File: config.mk
export PLATFORM = sky130hd
export DESIGN_NAME = binary_jaccard_distance_top
export DESIGN_NICKNAME = d
export VERILOG_FILES = /design/src/rtl/core/bjd_pkg.sv /design/src/rtl/core/bjd_ctrl.sv /design/src/rtl/core/bjd_dp.sv /design/src/rtl/core/binary_jaccard_distance_top.sv
export SDC_FILE = /design/constraint.sdc
export NUM_CORES = 1
export LEC_CHECK = 0
export ABC_AREA = 1
export BUFFER_PORTS_ARGS = -buffer_cell sky130_fd_sc_hd__clkbuf_2
export CORE_UTILIZATION = 55
export CTS_CLUSTER_DIAMETER = 80
export CTS_CLUSTER_SIZE = 10
export DETAILED_ROUTE_END_ITERATION = 8
export GPL_TIMING_DRIVEN = 0
export PLACE_DENSITY = 0.79
export SETUP_SLACK_MARGIN = 0.2
export SLEW_MARGIN = 20
export SYNTH_ARGS = -nofsm -noshare
export SYNTH_HDL_FRONTEND = slang
export SYNTH_SLANG_ARGS = --single-unit
File: constraint.sdc
create_clock -name clk -period 5.3 [get_ports clk]
set_input_delay 1.06 -clock clk [delete_from_list [all_inputs] [get_ports clk]]
set_output_delay 1.06 -clock clk [all_outputs]
set_load 0.1 [all_outputs]
File: src/rtl/core/bjd_pkg.sv
package bjd_pkg;

  localparam int BAND_W = 3;
  localparam int THR_W = 16;
  localparam int CNT_OUT_W = 16;
  localparam int DIST_W = 17;

  localparam logic [THR_W-1:0] THRESHOLD_RESET = 16'd32768;

  localparam logic [BAND_W-1:0] BAND_IDENTICAL = 3'd0;
  localparam logic [BAND_W-1:0] BAND_AT_OR_BELOW = 3'd1;
  localparam logic [BAND_W-1:0] BAND_ABOVE = 3'd2;
  localparam logic [BAND_W-1:0] BAND_DISSIMILAR = 3'd3;
  localparam logic [BAND_W-1:0] BAND_UNDEFINED = 3'd4;

  typedef struct packed {
    logic bit_first;
    logic bit_second;
    logic last_position;
  } in_item_t;

  typedef struct packed {
    logic [DIST_W-1:0]    distance;
    logic [BAND_W-1:0]    band;
    logic [CNT_OUT_W-1:0] both_ones;
    logic [CNT_OUT_W-1:0] first_only;
    logic [CNT_OUT_W-1:0] second_only;
    logic                 count_overflow;
  } out_item_t;

  typedef enum logic [1:0] {
    ST_IDLE,
    ST_SETUP,
    ST_DIV,
    ST_FIN
  } bjd_state_t;

  typedef struct packed {
    logic count_en;
    logic setup;
    logic div_step;
    logic div_first;
    logic emit;
  } bjd_cmd_t;

  typedef struct packed {
    logic out_busy;
  } bjd_sts_t;

endpackage

File: src/rtl/core/bjd_ctrl.sv
module bjd_ctrl
  import bjd_pkg::*;
#(
  parameter int FRACTION_BITS = 16
) (
  input  logic     clk,
  input  logic     rst_n,
  input  logic     in_valid,
  input  logic     in_last,
  input  bjd_sts_t sts,
  output logic     in_ready,
  output bjd_cmd_t cmd
);

  localparam int SW = $clog2(FRACTION_BITS + 1);

  bjd_state_t    state_r, state_nxt;
  logic [SW-1:0] step_r, step_nxt;

  always_ff @(posedge clk) begin
    if (!rst_n) begin
      state_r <= ST_IDLE;
      step_r  <= '0;
    end else begin
      state_r <= state_nxt;
      step_r  <= step_nxt;
    end
  end

  always_comb begin
    state_nxt = state_r;
    step_nxt  = step_r;
    in_ready  = 1'b0;
    cmd       = '0;
    case (state_r)
      ST_IDLE: begin
        in_ready     = 1'b1;
        cmd.count_en = in_valid;
        if (in_valid && in_last) begin
          state_nxt = ST_SETUP;
        end
      end
      ST_SETUP: begin
        cmd.setup = 1'b1;
        step_nxt  = '0;
        state_nxt = ST_DIV;
      end
      ST_DIV: begin
        // one quotient bit per cycle, FRACTION_BITS + 1 bits in all
        cmd.div_step  = 1'b1;
        cmd.div_first = (step_r == '0);
        step_nxt      = step_r + SW'(1);
        if (step_r == SW'(FRACTION_BITS)) begin
          state_nxt = ST_FIN;
        end
      end
      ST_FIN: begin
        if (!sts.out_busy) begin
          cmd.emit  = 1'b1;
          state_nxt = ST_IDLE;
        end
      end
      default: begin
        state_nxt = ST_IDLE;
      end
    endcase
  end

endmodule

File: src/rtl/core/bjd_dp.sv
module bjd_dp
  import bjd_pkg::*;
#(
  parameter int MAX_COUNT     = 65535,
  parameter int FRACTION_BITS = 16
) (
  input  logic             clk,
  input  logic             rst_n,
  input  in_item_t         in_item,
  input  logic             cfg_we,
  input  logic [THR_W-1:0] cfg_wdata,
  input  bjd_cmd_t         cmd,
  output bjd_sts_t         sts,
  input  logic             out_ready,
  output logic             out_valid,
  output out_item_t        out_item
);

  localparam int CW = $clog2(MAX_COUNT + 1);
  localparam int MW = CW + 1;
  localparam int UW = CW + 2;
  localparam int RW = UW + 1;
  localparam int QW = FRACTION_BITS + 1;
  localparam int PW = UW + THR_W;
  localparam logic [CW-1:0] CNT_MAX = CW'(MAX_COUNT);

  logic [THR_W-1:0] thr_r;

  logic [CW-1:0] both_r, first_r, second_r;
  logic [CW-1:0] both_nxt, first_nxt, second_nxt;
  logic          ovf_r, ovf_nxt;

  logic [CW-1:0] snap_both_r, snap_first_r, snap_second_r;
  logic          snap_ovf_r;

  logic [MW-1:0] mism_sum, mism_r;
  logic [UW-1:0] uni_sum, uni_r;
  logic [RW-1:0] rem_r, trial;
  logic          ge;
  logic [QW-1:0] q_r;
  logic [PW-1:0] prod_r;

  logic [QW+DIST_W-1:0]    q_ext;
  logic [CW+CNT_OUT_W-1:0] both_ext, first_ext, second_ext;
  logic [DIST_W-1:0]       dist_val;
  logic [BAND_W-1:0]       band;

  logic      out_valid_r;
  out_item_t out_item_r;

  always_ff @(posedge clk) begin
    if (!rst_n) begin
      thr_r <= THRESHOLD_RESET;
    end else if (cfg_we) begin
      thr_r <= cfg_wdata;
    end
  end

  // saturating tallies
  always_comb begin
    both_nxt   = both_r;
    first_nxt  = first_r;
    second_nxt = second_r;
    ovf_nxt    = ovf_r;
    if (cmd.count_en) begin
      if (in_item.bit_first && in_item.bit_second) begin
        if (both_r == CNT_MAX) ovf_nxt = 1'b1;
        else both_nxt = both_r + CW'(1);
      end else if (in_item.bit_first) begin
        if (first_r == CNT_MAX) ovf_nxt = 1'b1;
        else first_nxt = first_r + CW'(1);
      end else if (in_item.bit_second) begin
        if (second_r == CNT_MAX) ovf_nxt = 1'b1;
        else second_nxt = second_r + CW'(1);
      end
    end
  end

  always_ff @(posedge clk) begin
    if (!rst_n) begin
      both_r   <= '0;
      first_r  <= '0;
      second_r <= '0;
      ovf_r    <= 1'b0;
    end else if (cmd.count_en && in_item.last_position) begin
      both_r   <= '0;
      first_r  <= '0;
      second_r <= '0;
      ovf_r    <= 1'b0;
    end else begin
      both_r   <= both_nxt;
      first_r  <= first_nxt;
      second_r <= second_nxt;
      ovf_r    <= ovf_nxt;
    end
  end

  always_ff @(posedge clk) begin
    if (cmd.count_en && in_item.last_position) begin
      snap_both_r   <= both_nxt;
      snap_first_r  <= first_nxt;
      snap_second_r <= second_nxt;
      snap_ovf_r    <= ovf_nxt;
    end
  end

  assign mism_sum = {1'b0, snap_first_r} + {1'b0, snap_second_r};
  assign uni_sum  = {1'b0, mism_sum} + {2'b00, snap_both_r};

  // restoring division, first step compares without a shift
  assign trial = cmd.div_first ? rem_r : {rem_r[RW-2:0], 1'b0};
  assign ge    = (trial >= {1'b0, uni_r});

  always_ff @(posedge clk) begin
    if (cmd.setup) begin
      mism_r <= mism_sum;
      uni_r  <= uni_sum;
      rem_r  <= {2'b00, mism_sum};
      q_r    <= '0;
    end else if (cmd.div_step) begin
      rem_r  <= ge ? (trial - {1'b0, uni_r}) : trial;
      q_r    <= {q_r[QW-2:0], ge};
      prod_r <= PW'(thr_r) * PW'(uni_r);
    end
  end

  assign q_ext      = {{DIST_W{1'b0}}, q_r};
  assign both_ext   = {{CNT_OUT_W{1'b0}}, snap_both_r};
  assign first_ext  = {{CNT_OUT_W{1'b0}}, snap_first_r};
  assign second_ext = {{CNT_OUT_W{1'b0}}, snap_second_r};

  always_comb begin
    dist_val = q_ext[DIST_W-1:0];
    if (uni_r == '0) begin
      band     = BAND_UNDEFINED;
      dist_val = '0;
    end else if (mism_r == '0) begin
      band = BAND_IDENTICAL;
    end else if ({1'b0, mism_r} == uni_r) begin
      band = BAND_DISSIMILAR;
    end else if ({1'b0, mism_r, {THR_W{1'b0}}} <= prod_r) begin
      band = BAND_AT_OR_BELOW;
    end else begin
      band = BAND_ABOVE;
    end
  end

  always_ff @(posedge clk) begin
    if (cmd.emit) begin
      out_item_r.distance       <= dist_val;
      out_item_r.band           <= band;
      out_item_r.both_ones      <= both_ext[CNT_OUT_W-1:0];
      out_item_r.first_only     <= first_ext[CNT_OUT_W-1:0];
      out_item_r.second_only    <= second_ext[CNT_OUT_W-1:0];
      out_item_r.count_overflow <= snap_ovf_r;
    end
  end

  always_ff @(posedge clk) begin
    if (!rst_n) begin
      out_valid_r <= 1'b0;
    end else if (cmd.emit) begin
      out_valid_r <= 1'b1;
    end else if (out_ready) begin
      out_valid_r <= 1'b0;
    end
  end

  assign sts.out_busy = out_valid_r && !out_ready;
  assign out_valid    = out_valid_r;
  assign out_item     = out_item_r;

`ifndef ASSERT_OFF
  a_undef_zero: assert property (@(posedge clk) disable iff (!rst_n)
    (out_valid_r && out_item_r.band == BAND_UNDEFINED) |->
      (out_item_r.distance == '0 && out_item_r.both_ones == '0 &&
       out_item_r.first_only == '0 && out_item_r.second_only == '0))
    else $error("undefined band with nonzero distance or counts");

  a_ident_zero: assert property (@(posedge clk) disable iff (!rst_n)
    (out_valid_r && out_item_r.band == BAND_IDENTICAL) |->
      (out_item_r.distance == '0 && out_item_r.first_only == '0 &&
       out_item_r.second_only == '0))
    else $error("identical band with mismatches");

  a_dissim_no_both: assert property (@(posedge clk) disable iff (!rst_n)
    (out_valid_r && out_item_r.band == BAND_DISSIMILAR) |-> (out_item_r.both_ones == '0))
    else $error("fully dissimilar band with shared ones");

  a_rem_bound: assert property (@(posedge clk) disable iff (!rst_n)
    ($past(cmd.div_step) && uni_r != '0) |-> (rem_r < {1'b0, uni_r}))
    else $error("division remainder not below divisor");
`endif

endmodule

File: src/rtl/core/binary_jaccard_distance_top.sv
// binary jaccard distance over a stream of bit pairs
// in_valid/in_ready/in_item: one request per bit position (bit_first,
//   bit_second, last_position); non-final positions are taken one per cycle
// cfg_we/cfg_wdata: writes band_threshold (Q0.16), reset value one half
// out_valid/out_ready/out_item: one result per vector pair, on the final
//   position: distance, band, the three tallies and the saturation flag
// after the final request is taken, a setup state, the bit-serial divider
//   and a finish state that loads the output register once it is free
//   follow in order; the restoring divider holds in_ready low while it
//   runs; no new pair is taken until the result is loaded
// the output register frees the input: a new pair streams in while the
//   previous result waits; if the receiver stalls, the next division
//   finishes and then waits until the output register is taken
// reset (rst_n low, synchronous) clears the tallies, drops out_valid and
//   sets the threshold back to one half
module binary_jaccard_distance_top
  import bjd_pkg::*;
#(
  parameter int MAX_COUNT     = 65535,
  parameter int FRACTION_BITS = 16
) (
  input  logic             clk,
  input  logic             rst_n,
  input  logic             in_valid,
  output logic             in_ready,
  input  in_item_t         in_item,
  input  logic             cfg_we,
  input  logic [THR_W-1:0] cfg_wdata,
  output logic             out_valid,
  input  logic             out_ready,
  output out_item_t        out_item
);

  bjd_cmd_t cmd;
  bjd_sts_t sts;

  bjd_ctrl #(
    .FRACTION_BITS(FRACTION_BITS)
  ) u_ctrl (
    .clk     (clk),
    .rst_n   (rst_n),
    .in_valid(in_valid),
    .in_last (in_item.last_position),
    .sts     (sts),
    .in_ready(in_ready),
    .cmd     (cmd)
  );

  bjd_dp #(
    .MAX_COUNT    (MAX_COUNT),
    .FRACTION_BITS(FRACTION_BITS)
  ) u_dp (
    .clk      (clk),
    .rst_n    (rst_n),
    .in_item  (in_item),
    .cfg_we   (cfg_we),
    .cfg_wdata(cfg_wdata),
    .cmd      (cmd),
    .sts      (sts),
    .out_ready(out_ready),
    .out_valid(out_valid),
    .out_item (out_item)
  );

endmodule
## Word level (Yosys, flattened, before mapping)

Index checks and enable logic that the tools add are counted.
W data, S select, Z words.

- Register bits after elaboration: 296

- Add/subtract/negate cells: 7
- $mul: 1
- Order comparisons: 2
- Equal/unequal tests: 11
- Muxes and demuxes: 39
- Bitwise gates (word level): 2
- Reductions and logical operators: 16

Operators by type and width:

| operator | number |
|---|---|
| $mux W16 | 12 |
| $add A16 B1 Y16 const B | 3 |
| $eq A16 B16 Y1 const B | 3 |
| $mux W19 | 2 |
| $le A33 B34 Y1 | 1 |
| $mul A16 B18 Y34 | 1 |
| $mux W17 | 2 |
| $ge A19 B18 Y1 | 1 |
| $sub A19 B18 Y19 | 1 |
| $add A17 B16 Y18 | 1 |
| $eq A17 B18 Y1 | 1 |
| $logic_not A18 Y1 | 1 |
| $add A16 B16 Y17 | 1 |
| $logic_not A17 Y1 | 1 |
| $mux W1 | 14 |
| $mux W2 | 5 |
| $pmux W5 S2 | 1 |
| $pmux W2 S4 | 1 |
| $mux W3 | 2 |
| $reduce_bool A2 Y1 | 3 |
| $add A5 B1 Y5 const B | 1 |
| $eq A5 B5 Y1 const B | 1 |
| $logic_not A5 Y1 | 1 |
| $eq A2 B2 Y1 const B | 2 |
| other kinds (10) | 16 |

## Logic depth before layout (Yosys ltp)

- Word-level depth: 7
- Depth in mapped cells: 29
- Depth with buffers taken out: 27

## Modules after synthesis

Synthesis repeated with hierarchy kept, for this count alone.

- Cell total of the unflattened synthesis: 3020
- Area, all modules: 25085.3 um^2

Modules (own cells, without submodules):

| module | times used | cells each | area an instance (um^2) |
|---|---|---|---|
| bjd_dp | 1 | 2959 | 24614.9 |
| bjd_ctrl | 1 | 61 | 470.5 |

## Worst setup path after synthesis

Ideal clock, no wire load.

- Path type: reg-to-reg
- From: reg u_dp.uni_r[5]
- To: reg u_dp.prod_r[31], data pin
- Library setup time: 0.252 ns
- Arrival: 5.372 ns
- Data required time: 5.048 ns
- Setup slack: -0.325 ns
- Stages on the path, launching flop included: 24
- Clock period less this slack: 5.625 ns
- Cells stage by stage: edfxtp_1 -> clkbuf_1 -> buf_1 -> nand2_1 -> fa_1 -> inv_1 -> fa_1 -> fa_1 -> fa_1 -> fa_1 -> inv_1 -> fa_1 -> inv_1 -> ha_1 -> nand2_1 -> inv_1 -> a21oi_1 -> nor2_1 -> nor2_1 -> nor3_1 -> nor2_1 -> nand2_1 -> nand2_1 -> nand2_1

- Cells in the longest elaborated chain, start to end: 1

Ends and longest elaborated chain:

| what | RTL line | RTL |
|---|---|---|
| from (decl) | bjd_dp.sv:37 | `logic [UW-1:0] uni_sum, uni_r;` |
| from (signal assigned) | bjd_dp.sv:117 | `uni_r <= uni_sum;` |
| $mul A16 B18 Y34 | bjd_dp.sv:123 | `prod_r <= PW'(thr_r) * PW'(uni_r);` |
| to (signal assigned) | bjd_dp.sv:123 |  |
| to (decl) | bjd_dp.sv:41 | `logic [PW-1:0] prod_r;` |

Every way passes these cells.
A chain may end at the register's enable or synchronous reset.

## Final worst setup path

- From: reg u_dp.uni_r[5]
- To: reg u_dp.prod_r[21], data pin

Same word-level chain as after synthesis.

==> impl_metrics.ini <==
[sta]
max_freq_ghz = 0.179
post-route-min-period_ps = 5580
relSlewSlack_pct = 40.4
hold_violations = 0
worst_slack_ps = -281
rsz0062_at_grt = true
tightest_slew_ps = 894
drv_slew = 0
fin_skew_ps = 22.3
timing.final.crit_share_pct = 105
setup_violations = 20

[grt]
grt_overflow = 0
grt_pass1_wl_microns = 110000
grt_max_degree = 36
grt.total_usage_pct = 31.7
first_global_vias = 21068
antenna_found_initial = 0

[hold_path]
hold_depth = 0
hold_class = reg -> reg

[floorplanning]
die_w_microns = 214
die_height_microns = 214
coreArea_sq_mm = 0.0442
io_pins = 95
die_area_sq_mm = 0.0457
fp-row-count = 77
initial_core_util_pct = 55.8

[yosys]
synth.ff_latch_count = 296
syn-cell-area_sq_mm = 0.0247
avgSynthCellArea_sq_um = 8.34
ys_async_sr_fraction_pct = 0
yosysWarnings = 0
synth_seq_area_share_pct = 32.3
syn_inst = 2959
synth_flop_cell = edfxtp_1
syn_nets = 3390
synth_edf_count = 204
yosysUniqueCellTypes = 53

[flow_run]
cap_violations = 0

[place]
portBuffers = 94
place_area_sq_mm = 0.0264
hpwl_microns = 53200
gp_congestion = 0.994
dp.cells = 3651

[setup_path]
regToRegStartpoint = u_dp.uni_r[5]$_DFFE_PP_
crit_path_start = u_dp.uni_r[5]$_DFFE_PP_
regToRegEndpoint = u_dp.prod_r[21]$_DFFE_PP_
worst_setup_path_end_kind = flip-flop
cp-endpoint = u_dp.prod_r[21]$_DFFE_PP_
critical_path_required_ps = 5670
worstPathMaxFanout = 5
r2r_setup_slack_ps = -280
path_class = reg -> reg
start_kind = flip-flop
cp.arrival_ps = 5950
ff2ff_path_depth = 23

[finish]
layout-drive-gt1-share_pct = 17.9
layout_common_cells = 666 x nand2_1, 597 x inv_1, 209 x fa_1
final_common_cell = nand2_1
design_area_sq_mm = 0.0298
syn2layout_area_growth_pct = 20.7
stdcell_count = 3805
utilization_pct = 67.3
nets = 3621

[routing]
drc_errors = 0
firstDrtPassIters = 6
wl_per_cell_microns = 19.3
drtAntennaViolNets = 0
viasPerCell = 5.56
via_count = 21154
drtIter0Drc = 1633
wirelength_microns = 73500

[clock_network]
clock-root-buffer = clkbuf_16
cts_inserted_buffers = 35
cts_tree = built
cts.path.max_buffers = 3
insertion_delay_ps = 550
clkSlewWorstSetupHoldPaths_ps = 60
clock-sinks = 296
cts_max_level = 2

[status]
violations = setup timing
run_status = complete, but fails checks
[registers in the layout (all words and copies together), names as in the netlist, 17 cells and up]
name / count
u_dp.q_r: 17
u_dp.rem_r: 19
u_dp.uni_r: 18
u_dp.out_item: 69
u_dp.prod_r: 34
u_dp.mism_r: 17
[per-stage QoR]
stage,hold WS (ps),setup TNS (ps),setup WS (ps)
after floorplan,400,0,192
after global placement,408,-98160,-1200
after detailed placement,422,-16920,-938
after CTS,421,-2140,-219
after global routing,434,-6410,-408
final,419,-4220,-281
[cells in the mapped netlist, types with 6 or more instances]
| cell type | number | area [sq um] |
|---|---|---|
| a21o_1 | 13 | 97.6 |
| a21oi_1 | 128 | 641 |
| a31oi_1 | 7 | 43.8 |
| buf_1 | 17 | 63.8 |
| buf_2 | 7 | 35.0 |
| clkbuf_1 | 66 | 248 |
| dfxtp_1 | 92 | 1840 |
| edfxtp_1 | 204 | 6130 |
| fa_1 | 225 | 4500 |
| ha_1 | 182 | 2280 |
| inv_1 | 631 | 2370 |
| nand2_1 | 715 | 2680 |
| nand2_2 | 7 | 43.8 |
| nand3_1 | 113 | 566 |
| nand3_2 | 7 | 70.1 |
| nand3b_1 | 8 | 60.1 |
| nand4_1 | 33 | 206 |
| nor2_1 | 197 | 739 |
| nor2_2 | 7 | 43.8 |
| nor3_1 | 18 | 90.1 |
| nor4_1 | 10 | 62.6 |
| o21a_1 | 6 | 45.0 |
| o21ai_0 | 94 | 470 |
| o21ai_1 | 21 | 105 |
| o21bai_1 | 7 | 52.6 |
| or2_1 | 8 | 50.1 |
| or2_2 | 6 | 37.5 |
| xnor2_1 | 24 | 210 |
| xor2_1 | 57 | 499 |
[cells by family after synthesis]
logic type / after synthesis / synth area share [%]
simple gates: 1148 / 19.5
buf+inv: 733 / 11.3
xor+xnor: 81 / 2.87
flops: 296 / 32.3
compound gates: 294 / 6.57
fa+ha+maj: 407 / 27.5
[timing repair]
| item | in CTS | in global routing |
|---|---|---|
| hold buffers | 0 | 0 |
| pin swaps | 81 | 111 |
| endpoints found under the setup margin | 26 | 24 |
| setup buffers | 59 | 33 |
| cloned | 1 | 1 |
| resized for setup | 228 | 176 |
[critical path: stages, from the launching register on]
cell and delay, ps:
edfxtp_1 400, clkbuf_16 190, buf_8 140, nand2_2 60, inv_2 40, fa_1 480
inv_1 60, fa_2 530, fa_1 450, fa_2 590, inv_2 40, fa_2 560
fa_2 470, ha_4 360, nand2_4 90, buf_6 130, nor2_4 120, nand2_2 60
nand2_2 90, nand2_1 70, nand2_2 120, nand2_2 70, nand2_2 80, xor2_2 190
[layout make-up]
type                            instances  area, sq um
Tap cell                              592          741
Clock buffer                           56          986
Multi-Input combinational cell       1930        15000
Timing Repair Buffer                  194         1440
Clock inverter                          3         28.8
Sequential cell                       296         7970
Buffer                                 94         1190
Antenna cell                            1         2.50
Inverter                              639         2400
Fill cell                            3237        14400
[worst min path at each step]
stage	startpoint	to	slack [ps]
4_1_cts	u_dp.snap_ovf_r$_DFFE_PP_	u_dp.out_item[0]$_DFFE_PP_	420
5_1_grt	u_dp.snap_ovf_r$_DFFE_PP_	u_dp.out_item[0]$_DFFE_PP_	430
6_report	u_dp.snap_ovf_r$_DFFE_PP_	u_dp.out_item[0]$_DFFE_PP_	420
3_5_place_dp	u_dp.snap_ovf_r$_DFFE_PP_	u_dp.out_item[0]$_DFFE_PP_	420
3_3_place_gp	u_dp.snap_ovf_r$_DFFE_PP_	u_dp.out_item[0]$_DFFE_PP_	410
2_1_floorplan	u_dp.snap_ovf_r$_DFFE_PP_	u_dp.out_item[0]$_DFFE_PP_	400
[per-layer routing]
layer | track usage (%) | vias up | share of wire (%)
met2 | 53.9 | 1068 | 48
li1 | - | 9648 | -
met3 | 4.72 | 341 | 7.6
met4 | 20.9 | 0 | 7.3
met5 | 0 | - | 0
met1 | 37.4 | 10097 | 37
Power is not shown: default switching activity piles up to over one toggle a cycle in this logic, so the estimate is an artifact.
